===== src/sv/multi_channel_pulse_width_capture_top_defines.svh =====
// ----------------------------------------------------------------------------
// Pulse width capture assertion macros
// Shared property shorthands for the capture block's checks.
// ----------------------------------------------------------------------------
`ifndef MULTI_CHANNEL_PULSE_WIDTH_CAPTURE_TOP_DEFINES_SVH
`define MULTI_CHANNEL_PULSE_WIDTH_CAPTURE_TOP_DEFINES_SVH

// The consequent must hold in the same cycle as the antecedent.
`define PWC_ASSERT_SAME(label, ante, cons) \
    label: assert property (@(posedge clk) disable iff (!rst_n) (ante) |-> (cons)) \
        else $error("pulse width capture check failed");

// The consequent must hold in the cycle after the antecedent.
`define PWC_ASSERT_NEXT(label, ante, cons) \
    label: assert property (@(posedge clk) disable iff (!rst_n) (ante) |=> (cons)) \
        else $error("pulse width capture check failed");

`endif


===== src/sv/pwc_pkg.sv =====
// ----------------------------------------------------------------------------
// Pulse width capture package
// Shared constants, codes and the request type passed along the cell chain.
// ----------------------------------------------------------------------------
package pwc_pkg;

    // Defaults for the top-level parameters.
    localparam int CHANNELS_DEF   = 4;
    localparam int WIDTH_BITS_DEF = 20;

    // Field widths.
    localparam int PIN_BITS      = 6;
    localparam int PIN_REG_BITS  = 7;
    localparam int TIME_BITS     = 32;
    localparam int DEADBAND_BITS = 8;
    localparam int CFG_IDX_BITS  = 3;
    localparam int CFG_DATA_BITS = 8;
    localparam int CELL_IDX_BITS = 3;

    // Channels that have a pin register; the others stay unassigned.
    localparam int PIN_REGS = 4;

    // Register indexes of the configuration port.
    localparam logic [CFG_IDX_BITS-1:0] CFG_DEADBAND = 3'd4;

    // Reset values of the configuration registers.
    localparam logic [PIN_REG_BITS-1:0]  UNASSIGNED_PIN = 7'd64;
    localparam logic [DEADBAND_BITS-1:0] DEADBAND_RESET = 8'd6;

    // Request modes.
    localparam logic MODE_EVENT = 1'b0;
    localparam logic MODE_READ  = 1'b1;

    // Event levels.
    localparam logic [1:0] LEVEL_FALL    = 2'd0;
    localparam logic [1:0] LEVEL_RISE    = 2'd1;
    localparam logic [1:0] LEVEL_TIMEOUT = 2'd2;
    localparam logic [1:0] LEVEL_IGNORE  = 2'd3;

    // Read status codes.
    localparam logic [1:0] STATUS_OK         = 2'd0;
    localparam logic [1:0] STATUS_NO_SIGNAL  = 2'd1;
    localparam logic [1:0] STATUS_UNASSIGNED = 2'd2;

    // One request as it travels from cell to cell.
    typedef struct packed {
        logic                 mode;
        logic [PIN_BITS-1:0]  event_pin;
        logic [1:0]           event_level;
        logic [TIME_BITS-1:0] event_time;
        logic [1:0]           read_channel;
    } pwc_req_t;

endpackage


===== src/sv/pwc_ifs.sv =====
// ----------------------------------------------------------------------------
// Pulse width capture channel interfaces
// Valid/ready channels for incoming requests and outgoing results.
// ----------------------------------------------------------------------------

// Request channel: edge events, timeouts and reads.
interface pwc_in_if;
    import pwc_pkg::*;

    logic                 valid;
    logic                 ready;
    logic                 mode;
    logic [PIN_BITS-1:0]  event_pin;
    logic [1:0]           event_level;
    logic [TIME_BITS-1:0] event_time;
    logic [1:0]           read_channel;

    modport source (
        output valid, mode, event_pin, event_level, event_time, read_channel,
        input  ready
    );
    modport sink (
        input  valid, mode, event_pin, event_level, event_time, read_channel,
        output ready
    );
endinterface

// Result channel: one result for every request.
interface pwc_out_if #(
    parameter int WIDTH_BITS = pwc_pkg::WIDTH_BITS_DEF
);
    logic                  valid;
    logic                  ready;
    logic [1:0]            read_status;
    logic [WIDTH_BITS-1:0] width_ticks;

    modport source (
        output valid, read_status, width_ticks,
        input  ready
    );
    modport sink (
        input  valid, read_status, width_ticks,
        output ready
    );
endinterface


===== src/sv/pwc_cell.sv =====
// ----------------------------------------------------------------------------
// Pulse width capture cell
// Holds one channel's capture state and applies each passing request to it.
// ----------------------------------------------------------------------------
module pwc_cell #(
    parameter int CELL_INDEX = 0,
    parameter int WIDTH_BITS = pwc_pkg::WIDTH_BITS_DEF
) (
    input  logic                                clk,
    input  logic                                rst_n,
    input  logic [pwc_pkg::PIN_REG_BITS-1:0]    cfg_pin,
    input  logic [pwc_pkg::DEADBAND_BITS-1:0]   cfg_deadband,
    input  logic                                in_valid,
    output logic                                in_ready,
    input  pwc_pkg::pwc_req_t                   in_req,
    input  logic [1:0]                          in_status,
    input  logic [WIDTH_BITS-1:0]               in_width,
    output logic                                out_valid,
    input  logic                                out_ready,
    output pwc_pkg::pwc_req_t                   out_req,
    output logic [1:0]                          out_status,
    output logic [WIDTH_BITS-1:0]               out_width
);
    import pwc_pkg::*;

    localparam logic [CELL_IDX_BITS-1:0] MY_INDEX = CELL_IDX_BITS'(CELL_INDEX);

    logic                  valid_reg;
    pwc_req_t              req_reg;
    logic [1:0]            status_reg, status_next;
    logic [WIDTH_BITS-1:0] width_reg, width_next;

    logic [TIME_BITS-1:0]  rise_time_reg, rise_time_next;
    logic [WIDTH_BITS-1:0] stored_width_reg, stored_width_next;
    logic                  width_valid_reg, width_valid_next;

    logic                  load;
    logic                  assigned;
    logic                  pin_hit;
    logic                  read_hit;
    logic [TIME_BITS-1:0]  span;
    logic [WIDTH_BITS-1:0] new_width;
    logic [WIDTH_BITS-1:0] width_diff;
    logic [WIDTH_BITS-1:0] deadband_wide;

    // The stage takes a request when it is empty or its content moves on.
    assign in_ready = !valid_reg || out_ready;
    assign load     = in_valid && in_ready;

    assign assigned = !cfg_pin[PIN_REG_BITS-1];
    assign pin_hit  = assigned && (cfg_pin[PIN_BITS-1:0] == in_req.event_pin)
                      && (in_req.mode == MODE_EVENT);
    assign read_hit = (in_req.mode == MODE_READ)
                      && ({1'b0, in_req.read_channel} == MY_INDEX);

    // Width since the last rise, modulo 2^32, saturated to the result width.
    assign span          = in_req.event_time - rise_time_reg;
    assign new_width     = (|span[TIME_BITS-1:WIDTH_BITS]) ? '1 : span[WIDTH_BITS-1:0];
    assign width_diff    = (new_width > stored_width_reg) ? (new_width - stored_width_reg)
                                                          : (stored_width_reg - new_width);
    assign deadband_wide = {{(WIDTH_BITS-DEADBAND_BITS){1'b0}}, cfg_deadband};

    // Channel state update for a matching edge or timeout.
    always_comb
    begin
        rise_time_next    = rise_time_reg;
        stored_width_next = stored_width_reg;
        width_valid_next  = width_valid_reg;
        if (load && pin_hit)
        begin
            unique case (in_req.event_level)
                LEVEL_RISE:
                begin
                    rise_time_next = in_req.event_time;
                end
                LEVEL_FALL:
                begin
                    if (!width_valid_reg || (width_diff > deadband_wide))
                    begin
                        stored_width_next = new_width;
                        width_valid_next  = 1'b1;
                    end
                end
                LEVEL_TIMEOUT:
                begin
                    width_valid_next = 1'b0;
                end
                LEVEL_IGNORE:
                begin
                    width_valid_next = width_valid_reg;
                end
            endcase
        end
    end

    // Answer a read addressed to this channel; pass other results along.
    always_comb
    begin
        status_next = in_status;
        width_next  = in_width;
        if (read_hit)
        begin
            if (!assigned)
            begin
                status_next = STATUS_UNASSIGNED;
                width_next  = '0;
            end
            else if (!width_valid_reg)
            begin
                status_next = STATUS_NO_SIGNAL;
                width_next  = '0;
            end
            else
            begin
                status_next = STATUS_OK;
                width_next  = stored_width_reg;
            end
        end
    end

    // Channel state and stage control.
    always_ff @(posedge clk or negedge rst_n)
    begin
        if (!rst_n)
        begin
            valid_reg        <= 1'b0;
            rise_time_reg    <= '0;
            stored_width_reg <= '0;
            width_valid_reg  <= 1'b0;
        end
        else
        begin
            if (in_ready)
            begin
                valid_reg <= in_valid;
            end
            rise_time_reg    <= rise_time_next;
            stored_width_reg <= stored_width_next;
            width_valid_reg  <= width_valid_next;
        end
    end

    // Stage payload.
    always_ff @(posedge clk)
    begin
        if (load)
        begin
            req_reg    <= in_req;
            status_reg <= status_next;
            width_reg  <= width_next;
        end
    end

    assign out_valid  = valid_reg;
    assign out_req    = req_reg;
    assign out_status = status_reg;
    assign out_width  = width_reg;

endmodule


===== src/sv/multi_channel_pulse_width_capture_top.sv =====
// ----------------------------------------------------------------------------
// Multi-channel pulse width capture
// Measures RC pulse widths on several channels with a chain of channel cells.
//
//   Channel   Direction   Carries
//   events    in          mode, event_pin, event_level, event_time, read_channel
//   results   out         read_status, width_ticks
//   cfg_*     in          pin per channel, change deadband
//
// One request is taken every cycle while the result channel is not stalled; each
// result passes one cell stage per channel, the last stage being the output.
// Reset clears all channel state and needs no clearing pass.
// A stalled result holds its stage; empty stages ahead of it keep filling.
// ----------------------------------------------------------------------------
module multi_channel_pulse_width_capture_top #(
    parameter int CHANNELS   = pwc_pkg::CHANNELS_DEF,
    parameter int WIDTH_BITS = pwc_pkg::WIDTH_BITS_DEF
) (
    input  logic                               clk,
    input  logic                               rst_n,
    input  logic                               cfg_we,
    input  logic [pwc_pkg::CFG_IDX_BITS-1:0]   cfg_index,
    input  logic [pwc_pkg::CFG_DATA_BITS-1:0]  cfg_data,
    pwc_in_if.sink                             events,
    pwc_out_if.source                          results
);
    import pwc_pkg::*;

`include "multi_channel_pulse_width_capture_top_defines.svh"

    logic [PIN_REG_BITS-1:0]  pin_reg [PIN_REGS];
    logic [DEADBAND_BITS-1:0] deadband_reg;

    logic [CHANNELS:0]     link_valid;
    logic [CHANNELS:0]     link_ready;
    pwc_req_t              link_req    [CHANNELS+1];
    logic [1:0]            link_status [CHANNELS+1];
    logic [WIDTH_BITS-1:0] link_width  [CHANNELS+1];

    // Configuration registers.
    always_ff @(posedge clk or negedge rst_n)
    begin
        if (!rst_n)
        begin
            for (int i = 0; i < PIN_REGS; i++)
            begin
                pin_reg[i] <= UNASSIGNED_PIN;
            end
            deadband_reg <= DEADBAND_RESET;
        end
        else if (cfg_we)
        begin
            if (cfg_index == CFG_DEADBAND)
            begin
                deadband_reg <= cfg_data;
            end
            else if (cfg_index < CFG_IDX_BITS'(PIN_REGS))
            begin
                pin_reg[cfg_index[1:0]] <= cfg_data[PIN_REG_BITS-1:0];
            end
        end
    end

    // Head of the chain: a read starts out as unassigned until its cell answers.
    assign link_valid[0]            = events.valid;
    assign events.ready             = link_ready[0];
    assign link_req[0].mode         = events.mode;
    assign link_req[0].event_pin    = events.event_pin;
    assign link_req[0].event_level  = events.event_level;
    assign link_req[0].event_time   = events.event_time;
    assign link_req[0].read_channel = events.read_channel;
    assign link_status[0] = (events.mode == MODE_READ) ? STATUS_UNASSIGNED : STATUS_OK;
    assign link_width[0]  = '0;

    // One cell per channel.
    for (genvar g = 0; g < CHANNELS; g++)
    begin : g_cell
        logic [PIN_REG_BITS-1:0] cell_pin;

        if (g < PIN_REGS)
        begin : g_pin
            assign cell_pin = pin_reg[g];
        end
        else
        begin : g_nopin
            assign cell_pin = UNASSIGNED_PIN;
        end

        pwc_cell #(
            .CELL_INDEX (g),
            .WIDTH_BITS (WIDTH_BITS)
        ) u_cell (
            .clk          (clk),
            .rst_n        (rst_n),
            .cfg_pin      (cell_pin),
            .cfg_deadband (deadband_reg),
            .in_valid     (link_valid[g]),
            .in_ready     (link_ready[g]),
            .in_req       (link_req[g]),
            .in_status    (link_status[g]),
            .in_width     (link_width[g]),
            .out_valid    (link_valid[g+1]),
            .out_ready    (link_ready[g+1]),
            .out_req      (link_req[g+1]),
            .out_status   (link_status[g+1]),
            .out_width    (link_width[g+1])
        );
    end

    // Tail of the chain drives the result channel.
    assign results.valid       = link_valid[CHANNELS];
    assign link_ready[CHANNELS] = results.ready;
    assign results.read_status = link_status[CHANNELS];
    assign results.width_ticks = link_width[CHANNELS];

    // A status code outside the defined set never leaves the block.
    `PWC_ASSERT_SAME(a_status_code, results.valid, results.read_status <= STATUS_UNASSIGNED)

    // Only a valid width is ever shown.
    `PWC_ASSERT_SAME(a_width_zero,
        results.valid && (results.read_status != STATUS_OK), results.width_ticks == '0)

    // An accepted request always lands in the first cell stage.
    `PWC_ASSERT_NEXT(a_head_load, events.valid && events.ready, link_valid[1])

endmodule

===== src/flat_wrapper.sv =====
// flat-port wrapper written by rule: the top's interface ports become plain ports
module multi_channel_pulse_width_capture_top_flat import pwc_pkg::*;
#(
    parameter int CHANNELS   = pwc_pkg::CHANNELS_DEF,
    parameter int WIDTH_BITS = pwc_pkg::WIDTH_BITS_DEF
)
  (clk, rst_n, cfg_we, cfg_index, cfg_data, events_valid, events_mode, events_event_pin, events_event_level, events_event_time, events_read_channel, events_ready, results_valid, results_read_status, results_width_ticks, results_ready);
  pwc_in_if events_i ();
  pwc_out_if #(.WIDTH_BITS(WIDTH_BITS)) results_i ();
  input  logic clk;
  input  logic rst_n;
  input  logic cfg_we;
  input  logic [pwc_pkg::CFG_IDX_BITS-1:0] cfg_index;
  input  logic [pwc_pkg::CFG_DATA_BITS-1:0] cfg_data;
  input wire logic [$bits(events_i.valid)-1:0] events_valid;
  input wire logic [$bits(events_i.mode)-1:0] events_mode;
  input wire logic [$bits(events_i.event_pin)-1:0] events_event_pin;
  input wire logic [$bits(events_i.event_level)-1:0] events_event_level;
  input wire logic [$bits(events_i.event_time)-1:0] events_event_time;
  input wire logic [$bits(events_i.read_channel)-1:0] events_read_channel;
  output wire logic [$bits(events_i.ready)-1:0] events_ready;
  output wire logic [$bits(results_i.valid)-1:0] results_valid;
  output wire logic [$bits(results_i.read_status)-1:0] results_read_status;
  output wire logic [$bits(results_i.width_ticks)-1:0] results_width_ticks;
  input wire logic [$bits(results_i.ready)-1:0] results_ready;
  assign events_i.valid = events_valid;
  assign events_i.mode = events_mode;
  assign events_i.event_pin = events_event_pin;
  assign events_i.event_level = events_event_level;
  assign events_i.event_time = events_event_time;
  assign events_i.read_channel = events_read_channel;
  assign events_ready = events_i.ready;
  assign results_valid = results_i.valid;
  assign results_read_status = results_i.read_status;
  assign results_width_ticks = results_i.width_ticks;
  assign results_i.ready = results_ready;
  multi_channel_pulse_width_capture_top #(.CHANNELS(CHANNELS), .WIDTH_BITS(WIDTH_BITS)) u_core (.clk(clk), .rst_n(rst_n), .cfg_we(cfg_we), .cfg_index(cfg_index), .cfg_data(cfg_data), .events(events_i), .results(results_i));
endmodule

===== config.mk =====
export PLATFORM = sky130hd
export DESIGN_NAME = multi_channel_pulse_width_capture_top_flat
export DESIGN_NICKNAME = d
export VERILOG_FILES = /design/src/sv/pwc_pkg.sv /design/src/sv/pwc_ifs.sv /design/src/sv/pwc_cell.sv /design/src/sv/multi_channel_pulse_width_capture_top.sv /design/src/flat_wrapper.sv
export VERILOG_INCLUDE_DIRS = /design/src /design/src/sv
export SDC_FILE = /design/constraint.sdc
export NUM_CORES = 1
export LEC_CHECK = 0
export BUFFER_PORTS_ARGS = -buffer_cell sky130_fd_sc_hd__buf_2
export CAP_MARGIN = 20
export CELL_PAD_IN_SITES_DETAIL_PLACEMENT = 1
export CELL_PAD_IN_SITES_GLOBAL_PLACEMENT = 2
export CORE_MARGIN = 2
export CORE_UTILIZATION = 41
export CTS_CLUSTER_DIAMETER = 30
export DETAILED_ROUTE_END_ITERATION = 10
export GPL_ROUTABILITY_DRIVEN = 0
export HOLD_SLACK_MARGIN = 0.03
export PLACE_DENSITY = 0.85
export REMOVE_ABC_BUFFERS = 1
export SYNTH_ARGS = -nofsm -noshare
export SYNTH_HDL_FRONTEND = slang
export SYNTH_SLANG_ARGS = --single-unit

===== constraint.sdc =====
create_clock -name clk -period 11.8 [get_ports clk]
set_input_delay 1.18 -clock clk [delete_from_list [all_inputs] [get_ports clk]]
set_output_delay 1.18 -clock clk [all_outputs]
set_load 0.05 [all_outputs]

==> out/metrics.cfg <==
[floorplan]
core_um2=85410
die-area_um2=88710
dieWidth_um=297.8
start_util=0.4145
rows=107
die_h_um=297.8
boundaryPins=83

[worst_setup_path]
cp.arrival_ps=11270
ff2ff_path_depth=33
crit_path_start_kind=flop
cpPeakStageDelay_ps=640
slowest_stage=or4_4
reg2reg_slack_ps=1130
r2r-start=u_core.g_cell[1].u_cell.out_req[2]
cp.required_ps=12410
crit_path_max_fanout=40
path_class=reg -> reg
startpoint=u_core.g_cell[1].u_cell.out_req[2]
r2r-end=u_core.g_cell[2].u_cell.stored_width_reg[16]
crit_path_end_kind=flop

[min_path]
hold_path.class=reg -> reg
worstHoldStart=u_core.g_cell[1].u_cell.out_req[0]
min_to=u_core.g_cell[2].u_cell.out_req[0]
hold_depth=0

[pwr]
power_leakage_uw=0.01775
ir_drop_mv=0.1254
p_per_area_nw_per_um2=168.3

[final_layout]
fin_nets=4277
largest_reg_flops=129
area_growth_pct=16.67
drive_gt1_frac=0.1517
fin_util=0.4836
fin_area_um2=41300

[clock_tree]
clk_pin_slew_ps=60
cts_resized=0
h-tree-depth=3
cts_buffers=117
postCtsHoldBufs=0
clock_latency_ps=700
cts.sink_count=469
cts-root-buf=clkbuf_16
cts_buffer_depth=3
cts_setup_buffers=0
cts_tree=done

[timing]
hold_viol=0
fin_crit_sh=0.9039
setup_viol=0
finalCriticalPeriod_ps=10670
fin_ws_ps=1134
clock-skew-final_ps=56.80
rsz0062_at_grt=no
timing.fmax_mhz=93.76
setup-tns-final_ps=0
max_slew.worst_pin.slew_ps=1046
relSlewSlack=0.2992
whs_ps=464.4
slew_viol_final=0

[global_routing]
grt_antenna_before_repair=3
grt_use_total=0.2510
grt_overflow=0
grt_pass1_vias=31440
grt_start_max_net_pins=88
grt_pass1_wl_mm=178.6

[yosys]
synth_fa_ha_area_frac=0.1185
synth_cells=3810
synth_area_leaders=edfxtp_1 (18%), dfrtp_1 (17%), ha_1 (11%)
ys_seq_area_frac=0.3624
synth.distinct_cells=96
synth-main-ff-cell=dfrtp_1
synthDominantCellAreaShare=0.1841
synth_edf_count=217
synth_xor_area_frac=0.04231
synth_area_um2=35400
muxShareOfSynthArea=0.08037
yosys_warnings=0
synth_largest_area_cell=edfxtp_1
ys_seq_elements=469
synth_async_sr_flop_share=0.5373
synth_compound_area_frac=0.1834
syn_avg_cell_area_um2=9.292
synth-simple-area-share=0.1571
synth_top_family_by_area=compound AO/OA/AOI/OAI gates

[drt]
drt_iter0_drc=1659
ant_nets=0
drtPass1Iterations=5
wl_per_cell_um=22.01
viasPerCell=5.810
drc=0
routed_wl_mm=113.1
vias=29860

[run]
maxCapViolCount=0

[place]
hpwl_mm=84.70
dp_worst_setup_slack_ps=1367
numPortBuffers=82
place_area_um2=36950

[outcome]
outcome=finished clean

## cells by family after synthesis
family / Yosys count
compound gates: 991
flops: 469
fa+ha+maj: 328
buf+inv: 515
simple gates: 1075
mux: 261
xor+xnor: 171
## how the worst max path moves through the flow
stage,endpoint,slack [ps],cells after the start
2_1_floorplan,u_core.g_cell[2].u_cell.stored_width_reg[0],1750,32
3_3_place_gp,u_core.g_cell[2].u_cell.stored_width_reg[0],1510,33
3_5_place_dp,u_core.g_cell[3].u_cell.stored_width_reg[18],1370,36
4_1_cts,u_core.g_cell[2].u_cell.stored_width_reg[16],1230,33
5_1_grt,u_core.g_cell[2].u_cell.stored_width_reg[19],620,36
6_report,u_core.g_cell[2].u_cell.stored_width_reg[16],1130,33
## report_power, final
group / internal (µW) / switching [µW]
sequential: 1910 / 139
clock: 2350 / 1140
combinational: 504 / 910
## cells in the mapped netlist, drive strengths merged (10+ instances only)
cell type and instances:
o2111ai 14, and3 19, a211o 13, nand2 290
inv 354, mux2i 75, ha 316, o31ai 28
a31oi 48, and2 47, a21oi 248, o21ai 239
nor3 82, dfrtp 246, o211a 11, edfxtp 217
or2 11, nand3b 21, nor2 211, nor3b 34
clkbuf 135, o22ai 12, a21boi 12, xor2 75
fa 12, nand3 71, o21a 38, o211ai 39
a211oi 50, mux2 186, o21bai 23, nand2b 54
buf 26, nor4 50, a22o 23, or3 25
a21o 77, xnor2 96, nor2b 37, nand4 58
or4 34, o41ai 10
## placed cells by master (no fill, tap or decap), types with 58 or more instances in the layout
cell type  synthesis  final
nand4_1           58     58
mux2_2           185    185
dfrtp_1          246    246
ha_1             316    316
mux2i_1           75     75
xnor2_1           96     95
clkbuf_16          0    117
nor3_1            80     80
a21oi_1          247    246
nor2_1           210    209
a21o_1            77     77
nand2_1          290    290
o21ai_0          229    228
buf_2             18     82
inv_1            337    336
xor2_1            75     75
nand3_1           71     71
edfxtp_1         217    217
## worst max-delay path: cells and delay by family, from the launching register on
kind | cells | cell delay (ps)
AOI/OAI and AO/OA | 16 | 4560
adders and majority gates | 4 | 1390
DFF | 1 | 430
buffers and inverters | 3 | 670
muxes | 3 | 680
xor gates and xnor gates | 1 | 230
and+or+nand+nor | 6 | 2570
## final cells by class
cell class / instances / area (µm²)
tap: 1144 / 1431
inverter: 354 / 1329
antenna: 1 / 2.502
sequential: 469 / 12830
fill: 9732 / 44110
timing repair buffer: 122 / 718.2
clock inverter: 98 / 1346
multi-input combinational: 2826 / 20650
clock buffer: 126 / 3002
## layer usage
| metal | vias to the layer above | GRT usage | routed length, µm |
|---|---|---|---|
| met2 | 603 | 0.4377 | 55810 |
| met5 | - | 0 | 24 |
| met1 | 14970 | 0.3183 | 49690 |
| li1 | 14080 | - | - |
| met3 | 205 | 0.03055 | 3929 |
| met4 | 4 | 0.09189 | 3684 |
## per-stage QoR
stage,cells,total power [µW]
after global placement,4914,3422
after global routing,5140,7237
after floorplan,3649,2981
after CTS,5138,7002
final,5140,6950
after detailed placement,4914,3459
No activity file was read; power rests on OpenSTA's default activity.
